--- src/hw/rtl/wetc_pkg.sv ---
// Shared types and constants for the wheel encoder tick counter.
package wetc_pkg;

  // Input item: edge event or register read request
  typedef struct packed {
    logic       func;
    logic [1:0] channel;
    logic       partner_level;
    logic [7:0] reg_addr;
  } req_item_t;

  // Result item: one byte of a read response
  typedef struct packed {
    logic [7:0] data_byte;
    logic       last_byte;
  } rsp_item_t;

  typedef enum logic [1:0] {
    MODE_TWO_WIRE_LOW  = 2'd0,
    MODE_TWO_WIRE_HIGH = 2'd1,
    MODE_FOUR_WIRE     = 2'd2,
    MODE_QUADRATURE    = 2'd3
  } count_mode_t;

  // Commands passed from front to back
  typedef enum logic [2:0] {
    CMD_COUNT_UP,
    CMD_COUNT_DOWN,
    CMD_READ_ID,
    CMD_READ_COUNTERS,
    CMD_READ_PPR
  } cmd_op_t;

  typedef struct packed {
    cmd_op_t    op;
    logic [1:0] idx;
  } cmd_t;

  // Configuration values the back end reports
  typedef struct packed {
    logic signed [15:0] pulses_per_rev;
    logic [7:0]         unit_id;
  } report_cfg_t;

  // Configuration register indexes
  localparam logic [1:0] CFG_COUNT_MODE = 2'd0;
  localparam logic [1:0] CFG_PPR        = 2'd1;
  localparam logic [1:0] CFG_UNIT_ID    = 2'd2;

  localparam count_mode_t        RESET_MODE = MODE_FOUR_WIRE;
  localparam logic signed [15:0] RESET_PPR  = 16'sd2;
  localparam logic [7:0]         RESET_ID   = 8'd78;  // 'N'

  // Function codes
  localparam logic FUNC_EDGE = 1'b0;
  localparam logic FUNC_READ = 1'b1;

  // Register map
  localparam logic [7:0] REG_ID        = 8'd0;
  localparam logic [7:0] REG_CNT_FIRST = 8'd1;
  localparam logic [7:0] REG_CNT_LAST  = 8'd4;
  localparam logic [7:0] REG_PPR       = 8'd5;

  // Counter block layout: four count bytes then two speed bytes
  localparam logic [2:0] BLOCK_LAST_POS = 3'd5;
  localparam logic [1:0] LAST_COUNTER   = 2'd3;
  localparam int         REPORT_WIDTH   = 32;

  // Command queue
  localparam int QUEUE_DEPTH = 4;
  localparam int QPTR_W      = $clog2(QUEUE_DEPTH);

endpackage

--- src/hw/rtl/wetc_front.sv ---
// Front end: accepts input items and turns them into back-end commands.
module wetc_front (
  input  logic                req_valid,
  output logic                req_ready,
  input  wetc_pkg::req_item_t req,
  input  wetc_pkg::count_mode_t count_mode,
  output logic                cmd_valid,
  input  logic                cmd_ready,
  output wetc_pkg::cmd_t      cmd
);
  import wetc_pkg::*;

  logic keep;
  logic quad;

  assign quad = (count_mode == MODE_QUADRATURE);

  // Classify: items that change nothing and emit nothing are dropped here
  always_comb begin
    keep    = 1'b0;
    cmd.op  = CMD_COUNT_UP;
    cmd.idx = req.channel;
    if (req.func == FUNC_EDGE) begin
      if (!req.channel[1]) begin
        keep   = 1'b1;
        cmd.op = (quad && !req.partner_level) ? CMD_COUNT_DOWN : CMD_COUNT_UP;
      end else if (!quad) begin
        keep = 1'b1;
      end
    end else begin
      if (req.reg_addr == REG_ID) begin
        keep   = 1'b1;
        cmd.op = CMD_READ_ID;
      end else if (req.reg_addr <= REG_CNT_LAST) begin
        keep    = 1'b1;
        cmd.op  = CMD_READ_COUNTERS;
        cmd.idx = 2'(req.reg_addr - REG_CNT_FIRST);
      end else if (req.reg_addr == REG_PPR) begin
        keep   = 1'b1;
        cmd.op = CMD_READ_PPR;
      end
    end
  end

  // Dropped items still wait for queue room so ordering stays simple
  assign req_ready = cmd_ready;
  assign cmd_valid = req_valid && keep;

endmodule

--- src/hw/rtl/wetc_queue.sv ---
// Short command queue between the front and back ends.
module wetc_queue (
  input  logic           clk,
  input  logic           rst,
  input  logic           push_valid,
  output logic           push_ready,
  input  wetc_pkg::cmd_t push_data,
  output logic           pop_valid,
  input  logic           pop_ready,
  output wetc_pkg::cmd_t pop_data
);
  import wetc_pkg::*;

  cmd_t              entries [QUEUE_DEPTH];
  logic [QPTR_W-1:0] wr_ptr;
  logic [QPTR_W-1:0] rd_ptr;
  logic [QPTR_W:0]   fill;
  logic              do_push;
  logic              do_pop;

  assign push_ready = (fill != (QPTR_W+1)'(QUEUE_DEPTH));
  assign pop_valid  = (fill != '0);
  assign pop_data   = entries[rd_ptr];
  assign do_push    = push_valid && push_ready;
  assign do_pop     = pop_valid && pop_ready;

  // Pointers and fill count
  always_ff @(posedge clk) begin
    if (rst) begin
      wr_ptr <= '0;
      rd_ptr <= '0;
      fill   <= '0;
    end else begin
      if (do_push) wr_ptr <= wr_ptr + 1'b1;
      if (do_pop)  rd_ptr <= rd_ptr + 1'b1;
      case ({do_push, do_pop})
        2'b10:   fill <= fill + 1'b1;
        2'b01:   fill <= fill - 1'b1;
        default: fill <= fill;
      endcase
    end
  end

  // Entry storage
  always_ff @(posedge clk) begin
    if (do_push) entries[wr_ptr] <= push_data;
  end

endmodule

--- src/hw/rtl/wetc_back.sv ---
// Back end: tick counters and the byte-serial read response streamer.
module wetc_back #(
  parameter int COUNT_WIDTH = 32
) (
  input  logic                  clk,
  input  logic                  rst,
  input  logic                  cmd_valid,
  output logic                  cmd_ready,
  input  wetc_pkg::cmd_t        cmd,
  input  wetc_pkg::report_cfg_t cfg,
  output logic                  rsp_valid,
  input  logic                  rsp_ready,
  output wetc_pkg::rsp_item_t   rsp
);
  import wetc_pkg::*;

  logic [3:0][COUNT_WIDTH-1:0] counts;
  logic                        rd_active;
  cmd_op_t                     rd_op;
  logic [1:0]                  rd_idx;
  logic [2:0]                  rd_pos;

  logic                        cmd_pop;
  logic                        emit;
  logic [REPORT_WIDTH-1:0]     cur_word;
  logic [7:0]                  byte_val;
  logic                        byte_last;

  assign cmd_ready = !rd_active;
  assign cmd_pop   = cmd_valid && cmd_ready;
  assign emit      = rd_active && (!rsp_valid || rsp_ready);

  // Selected counter, sign-extended to the reported width
  assign cur_word = REPORT_WIDTH'($signed(counts[rd_idx]));

  // Next response byte
  always_comb begin
    byte_val  = 8'd0;
    byte_last = 1'b0;
    case (rd_op)
      CMD_READ_ID: begin
        byte_val  = cfg.unit_id;
        byte_last = 1'b1;
      end
      CMD_READ_PPR: begin
        byte_val  = rd_pos[0] ? cfg.pulses_per_rev[7:0] : cfg.pulses_per_rev[15:8];
        byte_last = rd_pos[0];
      end
      CMD_READ_COUNTERS: begin
        case (rd_pos)
          3'd0:    byte_val = cur_word[31:24];
          3'd1:    byte_val = cur_word[23:16];
          3'd2:    byte_val = cur_word[15:8];
          3'd3:    byte_val = cur_word[7:0];
          default: byte_val = 8'd0;  // speed bytes
        endcase
        byte_last = (rd_idx == LAST_COUNTER) && (rd_pos == BLOCK_LAST_POS);
      end
      default: begin
        byte_val  = 8'd0;
        byte_last = 1'b1;
      end
    endcase
  end

  // Read sequencer and output register
  always_ff @(posedge clk) begin
    if (rst) begin
      rd_active <= 1'b0;
      rsp_valid <= 1'b0;
    end else begin
      if (rsp_valid && rsp_ready) rsp_valid <= 1'b0;
      if (emit) begin
        rsp_valid <= 1'b1;
        if (byte_last) begin
          rd_active <= 1'b0;
        end else if (rd_op == CMD_READ_COUNTERS && rd_pos == BLOCK_LAST_POS) begin
          rd_pos <= '0;
          rd_idx <= rd_idx + 1'b1;
        end else begin
          rd_pos <= rd_pos + 1'b1;
        end
      end
      if (cmd_pop && cmd.op != CMD_COUNT_UP && cmd.op != CMD_COUNT_DOWN) begin
        rd_active <= 1'b1;
        rd_op     <= cmd.op;
        rd_idx    <= cmd.idx;
        rd_pos    <= '0;
      end
    end
  end

  // Response payload
  always_ff @(posedge clk) begin
    if (emit) begin
      rsp.data_byte <= byte_val;
      rsp.last_byte <= byte_last;
    end
  end

  // One counter lane per channel
  always_ff @(posedge clk) begin
    if (rst) begin
      counts <= '0;
    end else begin
      for (int i = 0; i < 4; i++) begin
        if (cmd_pop && cmd.idx == 2'(i)) begin
          if (cmd.op == CMD_COUNT_UP)
            counts[i] <= counts[i] + COUNT_WIDTH'(1);
          else if (cmd.op == CMD_COUNT_DOWN)
            counts[i] <= counts[i] - COUNT_WIDTH'(1);
        end
      end
    end
  end

  // Checks
  a_last_ends_read: assert property (@(posedge clk) disable iff (rst)
    (emit && byte_last) |=> (!rd_active && rsp_valid && rsp.last_byte))
    else $error("read did not end on its last byte");

  a_ppr_len: assert property (@(posedge clk) disable iff (rst)
    (rd_active && rd_op == CMD_READ_PPR) |-> (rd_pos <= 3'd1))
    else $error("ppr read ran past two bytes");

  a_block_pos: assert property (@(posedge clk) disable iff (rst)
    (rd_active && rd_op == CMD_READ_COUNTERS) |-> (rd_pos <= BLOCK_LAST_POS))
    else $error("counter block position out of range");

  a_counts_frozen: assert property (@(posedge clk) disable iff (rst)
    rd_active |=> $stable(counts))
    else $error("counters changed during a read");

endmodule

--- src/hw/rtl/wheel_encoder_tick_counter_unit.sv ---
// Top level of the wheel encoder tick counter: config registers and front/queue/back.
//
// Usage:
//   req channel (req_valid/req_ready/req) takes edge events and register reads.
//   rsp channel (rsp_valid/rsp_ready/rsp) returns read bytes, big-endian, with
//   last_byte set on the final byte of each read.
//   cfg channel (cfg_valid/cfg_ready/cfg_index/cfg_data) writes count_mode (0),
//   pulses_per_rev (1) and unit_id (2); it is always ready. Write it only
//   while the block is idle.
// Timing:
//   Edge events sustain one item per cycle while the queue has room; the counter
//   changes at the edge where the event leaves the command queue.
//   A read first loads the read sequencer from the command queue, then moves one
//   byte per cycle into the output register while the receiver takes them.
//   The first byte passes the queue and read sequencer to reach the output register.
//   The four-entry command queue keeps accepting items while a read streams.
// Reset clears the counters, the queue and the output valid, and loads
// count_mode 2, pulses_per_rev 2 and unit_id 78.
// When the receiver stalls, the output byte holds, the sequencer waits, and
// input stalls once the queue fills.
module wheel_encoder_tick_counter_unit #(
  parameter int COUNT_WIDTH = 32
) (
  input  logic                clk,
  input  logic                rst,
  input  logic                req_valid,
  output logic                req_ready,
  input  wetc_pkg::req_item_t req,
  output logic                rsp_valid,
  input  logic                rsp_ready,
  output wetc_pkg::rsp_item_t rsp,
  input  logic                cfg_valid,
  output logic                cfg_ready,
  input  logic [1:0]          cfg_index,
  input  logic [15:0]         cfg_data
);
  import wetc_pkg::*;

  count_mode_t count_mode;
  report_cfg_t report_cfg;

  logic cmd_in_valid;
  logic cmd_in_ready;
  cmd_t cmd_in;
  logic cmd_out_valid;
  logic cmd_out_ready;
  cmd_t cmd_out;

  // Configuration registers
  assign cfg_ready = 1'b1;

  always_ff @(posedge clk) begin
    if (rst) begin
      count_mode                <= RESET_MODE;
      report_cfg.pulses_per_rev <= RESET_PPR;
      report_cfg.unit_id        <= RESET_ID;
    end else if (cfg_valid && cfg_ready) begin
      case (cfg_index)
        CFG_COUNT_MODE: count_mode                <= count_mode_t'(cfg_data[1:0]);
        CFG_PPR:        report_cfg.pulses_per_rev <= $signed(cfg_data);
        CFG_UNIT_ID:    report_cfg.unit_id        <= cfg_data[7:0];
        default:        ;
      endcase
    end
  end

  wetc_front u_front (
    .req_valid  (req_valid),
    .req_ready  (req_ready),
    .req        (req),
    .count_mode (count_mode),
    .cmd_valid  (cmd_in_valid),
    .cmd_ready  (cmd_in_ready),
    .cmd        (cmd_in)
  );

  wetc_queue u_queue (
    .clk        (clk),
    .rst        (rst),
    .push_valid (cmd_in_valid),
    .push_ready (cmd_in_ready),
    .push_data  (cmd_in),
    .pop_valid  (cmd_out_valid),
    .pop_ready  (cmd_out_ready),
    .pop_data   (cmd_out)
  );

  wetc_back #(
    .COUNT_WIDTH (COUNT_WIDTH)
  ) u_back (
    .clk       (clk),
    .rst       (rst),
    .cmd_valid (cmd_out_valid),
    .cmd_ready (cmd_out_ready),
    .cmd       (cmd_out),
    .cfg       (report_cfg),
    .rsp_valid (rsp_valid),
    .rsp_ready (rsp_ready),
    .rsp       (rsp)
  );

endmodule

--- config.mk ---
export PLATFORM = sky130hd
export DESIGN_NAME = wheel_encoder_tick_counter_unit
export DESIGN_NICKNAME = d
export VERILOG_FILES = /design/src/hw/rtl/wetc_pkg.sv /design/src/hw/rtl/wetc_front.sv /design/src/hw/rtl/wetc_queue.sv /design/src/hw/rtl/wetc_back.sv /design/src/hw/rtl/wheel_encoder_tick_counter_unit.sv
export SDC_FILE = /design/constraint.sdc
export NUM_CORES = 1
export LEC_CHECK = 0
export BUFFER_PORTS_ARGS = -buffer_cell sky130_fd_sc_hd__buf_2
export CORE_UTILIZATION = 55
export DETAILED_ROUTE_END_ITERATION = 7
export GPL_TIMING_DRIVEN = 1
export PLACE_DENSITY = 0.72
export SLEW_MARGIN = 40
export SYNTH_ARGS = -nofsm -noshare
export SYNTH_HDL_FRONTEND = slang
export SYNTH_SLANG_ARGS = --single-unit
--- constraint.sdc ---
create_clock -name clk -period 6.3 [get_ports clk]
set_input_delay 1.26 -clock clk [delete_from_list [all_inputs] [get_ports clk]]
set_output_delay 1.26 -clock clk [all_outputs]
set_load 0.05 [all_outputs]
==> impl_metrics.tcl, run 1 <==
set metrics [dict create \
    status "finished, final reports clean" \
    antenna_found_initial 0 \
    cts.sinks 202 \
    yosysTopAreaCellShare_pct 21.74 \
    r2r_slack_ns 1.40 \
    setup_viol 0 \
    antenna_cells 0 \
    stdcell_count 2172 \
    firstDrtPassIters 7 \
    antenna_left 0 \
    final_common_cell "nand2_1" \
    hpwl_um 28140 \
    netlist_instances 1819 \
    grt_max_degree 97 \
    vias 13600 \
    syn_avg_cell_area_um2 8.352 \
    end_kind "flop" \
    fin_nets 1987 \
    leakage_nw 6.982 \
    synth_top_family_by_area "compound AO/OA/AOI/OAI gates" \
    start_kind "flop" \
    synth_edf_count 37 \
    drc_errors 0 \
    synthAdderAreaFrac_pct 11.86 \
    io_pins 47 \
    final_cell_mix "nand2_1, a21oi_1, dfxtp_1" \
    row_count 60 \
    grt_overflow_total 0 \
    dieArea_um2 28290 \
    criticalPathCategory "flop to flop" \
    finalMaxSlewViolations 0 \
    drv_cap 0 \
    cts_made_buffers 26 \
    ys_seq_area_share_pct 29.06 \
    synth_xor_area_share_pct 4.958 \
    yosysTopAreaCell "dfxtp_1" \
    finalHoldViolCount 0 \
    grt_pass1_vias 12850 \
    clock_skew_ns 0.008228 \
    insertion_delay_ns 0.54 \
    critPathMaxFanout 96 \
    viasPerCell 6.261 \
    cts_tree "yes" \
    start_util_pct 56.21 \
    grt_usage_pct 28.02 \
    worst_slew_pin_slew_ns 0.8368 \
    grt_pass1_wl_um 64340 \
    core_area_um2 27030 \
    muxShareOfSynthArea_pct 7.215 \
    post-place-ws_ns 1.410 \
    portBuffers 45 \
    synth_fp_nets 1995 \
    timing.fmax_mhz 204.0 \
    irDropWorstVdd_mv 0.3392 \
    synthTopCellsByArea "dfxtp_1, ha_1, a21oi_1" \
    power.density_nw_per_um2 465.3 \
    min_path_type "flop to flop" \
    wl_per_cell_um 18.23 \
    setup_tns_ns 0 \
    critPathRequiredTime_ns 6.78 \
    drive_gt1_share_pct 9.831 \
    layout_min_cycle_time_ns 4.903 \
    drt-initial-drc-count 1023 \
    timing.slew.headroom_pct 44.21 \
    gp_congestion 0.9045 \
    yosys_warnings 0 \
    root_buffer "clkbuf_16" \
    wirelength_um 39590 \
    die_h_um 168.2 \
    async_flop_share_pct 0 \
    synth-seq-cells 202 \
    area_growth_syn_to_layout_pct 8.813 \
    postCtsSetupBuffers 0 \
    dp.cells 2124 \
    syn-cell-area_um2 15190 \
    synth_cell_types 97 \
    rsz0062_at_grt "no" \
    period_share_pct 77.83 \
    synthSimpleGateAreaFrac_pct 20.10 \
    cts_buffer_depth 3 \
    crit_arrival_ns 5.38 \
    cts_hold_buf 0 \
    synth_compound_area_share_pct 22.84 \
    path_clk_slew_ns 0.06 \
    cts-resized-gates 0 \
    yosys_most_used_dff "dfxtp_1" \
    htree_levels 1 \
    die_x_um 168.2 \
    fin_ws_ns 1.397 \
]
## final cells by class
class	count	area, um2
tap	341	426.7
fill	2382	10500
timing repair buffer	57	325.3
inverter	51	196.4
clock buffer	37	775.7
sequential	202	4414
clock inverter	11	188.9
multi-input combinational	1473	10200
## where the power goes
| part | leakage (nW) | internal (mW) | total [mW] | switching, mW |
|---|---|---|---|---|
| Sequential | 1.68 | 1.51 | 1.72 | 0.206 |
| Clock | 0.466 | 1.06 | 1.65 | 0.594 |
| Combinational | 4.84 | 1.81 | 4.32 | 2.51 |
## path summary, 6_finish.rpt
| kind | from | endpoint | cells past startpoint |
|---|---|---|---|
| worst max register to register | flop | u_back.counts[118]$_SDFFE_PP0P_ | 15 |
| worst max-delay path | flop | u_back.counts[118]$_SDFFE_PP0P_ | 15 |
| worst min-delay path | report_cfg[15]$_SDFFE_PP0P_ | report_cfg[15]$_SDFFE_PP0P_ | 2 |
| worst min register to register | report_cfg[15]$_SDFFE_PP0P_ | report_cfg[15]$_SDFFE_PP0P_ | 2 |
## critical path, cell delays in order (launching register included)
cell	delay (ns)
dfxtp_1	0.50
mux4_2	0.60
nor3_2	0.19
buf_4	0.27
inv_6	0.30
buf_4	0.42
ha_1	0.38
nor2b_1	0.20
o31ai_4	0.23
o211ai_1	0.14
a21oi_1	0.32
o21ai_0	0.12
nor2_1	0.26
o21ai_0	0.18
a2111oi_0	0.48
a211o_1	0.15
## Yosys cell counts, types with 50 or more instances
library cell and count:
nor2_1 130, o21ai_0 65, dfxtp_1 165, ha_1 136, clkbuf_1 55, a21oi_1 224, nand3_1 57, inv_1 50
nand2_1 255, a21o_1 65, xnor2_1 59
## sequential cells by signal (all words and copies together) (netlist names), named ones only
name,count
u_back.rd_active,1
u_queue.fill,3
report_cfg,24
u_back.counts,128
u_back.rsp,9
u_back.rd_idx,2
count_mode,2
u_queue.entries,20
u_back.rd_pos,3
u_back.rd_op,3
u_queue.rd_ptr,2
u_queue.wr_ptr,2
u_back.rsp_valid,1
## metal layers
metal	share of wire [%]	GRT usage (%)	vias up
li1	-	-	6708
met1	43	34.48	6409
met2	48	48.30	368
met3	4.2	2.844	114
met4	5.5	15.10	0
met5	0	0	-
## per-stage QoR
step / utilization (%) / instance area, um2 / power [mW] / hold WS (ns)
global placement: 57.54 / 15550 / 5.892 / 0.4437
floorplan: - / 15190 / 5.155 / 0.4357
detailed placement: 57.55 / 15550 / 5.966 / 0.4480
global route: 61.17 / 16530 / 8.262 / 0.4704
finish: 61.17 / 16530 / 7.692 / 0.4551
CTS: 61.12 / 16520 / 7.663 / 0.4561
## logic make-up after synthesis
logic type,count (synthesis)
flops,202
simple gates,640
buf+inv,144
mux,63
fa+ha+maj,141
compound gates,542
other cells,1
xor+xnor,86
No activity file was read; power rests on OpenSTA's default activity.
==> run 2: changes to the inputs <==
- ABC_AREA: default -> 1
- clock period: 6.3 -> 5.03 ns (I/O delays scaled with it)
==> impl_metrics.tcl, run 2 <==
set metrics [dict create \
    status "finished, final reports clean" \
    setup_tns_ns 0 \
    grt_overflow_total 0 \
    start_util_pct 55.77 \
    reg2reg_depth 17 \
    power.density_nw_per_um2 749.8 \
    cts_hold_buf 0 \
    grt_pass1_wl_um 89700 \
    wl_per_cell_um 15.34 \
    reg.largest.list "u_back.counts: 128 flops, report_cfg: 24 flops, u_queue.entries: 20 flops" \
    vias 19460 \
    die_h_um 186.2 \
    yosys_warnings 0 \
    setup_viol 0 \
    timing.slew.headroom_pct 43.90 \
    area_growth_syn_to_layout_pct 7.453 \
    path_buf_inv 3 \
    path_cells "inv_2 > nand2_1 > nand3_1 > nand2_1 > nand3_4 > buf_4 > ha_1 > nand2_1 > nor2_1 > and3_1 > nand2_1 > nand2_1 > nand2_1 > nand3_1 > nand3_1 > nand2_1 > inv_1" \
    postCtsSetupBuffers 0 \
    yosys_most_used_dff "dfxtp_1" \
    row_count 67 \
    cp_slowest_cell "dfxtp_1" \
    grt_max_degree 71 \
    criticalPathCategory "flop to flop" \
    synth_most_common_cell "nand2_1" \
    syn_avg_cell_area_um2 5.802 \
    drv_cap 0 \
    end_kind "flop" \
    antenna_found_initial 2 \
    power.internal_mw 6.459 \
    cts_tree "yes" \
    drive_gt1_share_pct 4.557 \
    antenna_left 0 \
    grt_usage_pct 32.77 \
    final_common_cell "nand2_1" \
    crit_family "simple AND/OR/NAND/NOR gates" \
    grt_pass1_vias 17950 \
    synthTopCellsByCount "nand2_1, inv_1, nor2_1, a21oi_1, nand3_1" \
    cp.depth 17 \
    max_stage_delay_ns 0.60 \
    p_clk_share_pct 13.0 \
    firstDrtPassIters 5 \
    period_share_pct 83.10 \
    crit_arrival_ns 4.64 \
    die_x_um 186.2 \
    hold_depth 2 \
    core_area_um2 33450 \
    drt-initial-drc-count 1485 \
    final_area_um2 20040 \
    gp_congestion 1.010 \
    min_path_type "flop to flop" \
    largest_reg_flops 128 \
    wirelength_um 56680 \
    clock_skew_ns 0.01761 \
    top_register "u_back.counts" \
    start_kind "flop" \
    synth_cell_types 45 \
    cts_made_buffers 26 \
    hpwl_um 43960 \
    final_cell_mix "nand2_1, inv_1, nor2_1" \
    htree_levels 1 \
    portBuffers 45 \
    cts_buffer_depth 3 \
    antenna_cells 0 \
    worst_slew_pin_slew_ns 0.8415 \
    cts.sinks 202 \
    layout_min_cycle_time_ns 4.180 \
    synth-seq-cells 202 \
    viasPerCell 5.264 \
    yosysTopAreaCell "nand2_1" \
    dieArea_um2 34660 \
    synthTopCellsByArea "nand2_1, dfxtp_1, inv_1" \
    finalMaxSlewViolations 0 \
    path_clk_slew_ns 0.06 \
    yosysTopAreaCellShare_pct 22.06 \
    netlist_instances 3215 \
    crit_path_frequent_cell "nand2_1" \
    insertion_delay_ns 0.57 \
    synth_fp_nets 3391 \
    timing.fmax_mhz 239.2 \
    rsz0062_at_grt "no" \
    power.switching_mw 8.570 \
    cts-resized-gates 0 \
    root_buffer "clkbuf_16" \
    switching_share_pct 57.02 \
    comb_power_share_pct 72.0 \
    leakage_nw 11.50 \
    power_frac_seq_pct 15.0 \
    critPathRequiredTime_ns 5.49 \
    critPathMaxFanout 66 \
    syn-cell-area_um2 18650 \
    ys_seq_area_share_pct 23.67 \
    io_pins 47 \
    async_flop_share_pct 0 \
    fin_nets 3404 \
    synth_edf_count 37 \
    place_area_um2 19140 \
    drc_errors 0 \
    irDropWorstVdd_mv 0.4285 \
    finalHoldViolCount 0 \
]
==> run 2: cell types whose count changed after synthesis, moves of 59 or more <==
cell,change
nor2_1,+209
nand3_1,+124
nand2_1,+841
inv_1,+561
a21o_1,-59
o21ai_0,+62
==> run 2: kinds of logic after synthesis <==
family,after synthesis,synth area share [%]
compound gates,440,12.86
xor+xnor,58,2.723
fa+ha+maj,141,9.659
buf+inv,690,14.64
flops,202,23.67
other cells,1,0.02010
simple gates,1683,36.44
==> run 2: stage by stage <==
step / util [%] / std cells / worst slack [ns] / power [mW] / hold slack [ns]
5_1_grt: 59.92 / 3696 / 0.4794 / 16.54 / 0.4912
3_3_place_gp: 57.22 / 3648 / 1.082 / 12.69 / 0.4440
6_report: 59.92 / 3696 / 0.8501 / 15.03 / 0.4610
2_1_floorplan: - / 3215 / 0.6007 / 10.46 / 0.4287
4_1_cts: 59.92 / 3696 / 0.9026 / 14.90 / 0.4665
3_5_place_dp: 57.22 / 3648 / 0.9547 / 12.87 / 0.4509
==> run 2: final cells by class <==
| cell class | count | area (um2) |
|---|---|---|
| Sequential cell | 202 | 4414 |
| Fill cell | 3403 | 13410 |
| Inverter | 622 | 2344 |
| Clock buffer | 30 | 706.9 |
| Timing Repair Buffer | 53 | 300.3 |
| Clock inverter | 18 | 196.4 |
| Multi-Input combinational cell | 2323 | 11520 |
| Tap cell | 448 | 560.5 |
==> run 2: power groups by stage <==
stage          registers [mW]  logic (mW)  clock network, mW
3_5_place_dp             2.27        10.6                  0
4_1_cts                  2.24        10.7               1.99
2_1_floorplan            2.18        8.28                  0
3_3_place_gp             2.26        10.4                  0
5_1_grt                  2.27        12.2               2.04
6_report                 2.25        10.8               1.96
==> run 2: worst register-to-register path, stage by stage (launching register included) <==
cell     delay [ns]
dfxtp_1        0.60
inv_2          0.15
nand2_1        0.09
nand3_1        0.07
nand2_1        0.23
nand3_4        0.54
buf_4          0.61
ha_1           0.52
nand2_1        0.12
nor2_1         0.29
and3_1         0.21
nand2_1        0.05
nand2_1        0.22
nand2_1        0.12
nand3_1        0.08
nand3_1        0.07
nand2_1        0.08
inv_1          0.03
==> run 2: path summary, 6_finish.rpt <==
| path | from | to | slack (ns) |
|---|---|---|---|
| hold reg to reg | report_cfg[9]$_SDFFE_PP1P_ | report_cfg[9]$_SDFFE_PP1P_ | 0.46 |
| setup reg to reg | flop | u_back.counts[118]$_SDFFE_PP0P_ | 0.85 |
| hold / removal | report_cfg[9]$_SDFFE_PP1P_ | report_cfg[9]$_SDFFE_PP1P_ | 0.46 |
| setup / recovery | flop | u_back.counts[118]$_SDFFE_PP0P_ | 0.85 |
==> run 2: routing by layer <==
layer	up-vias	track usage (%)	share of wire [%]
li1	9974	-	-
met1	8717	42.12	44
met2	637	55.54	45
met3	128	4.459	6.9
met4	0	12.66	4.0
met5	-	0	0
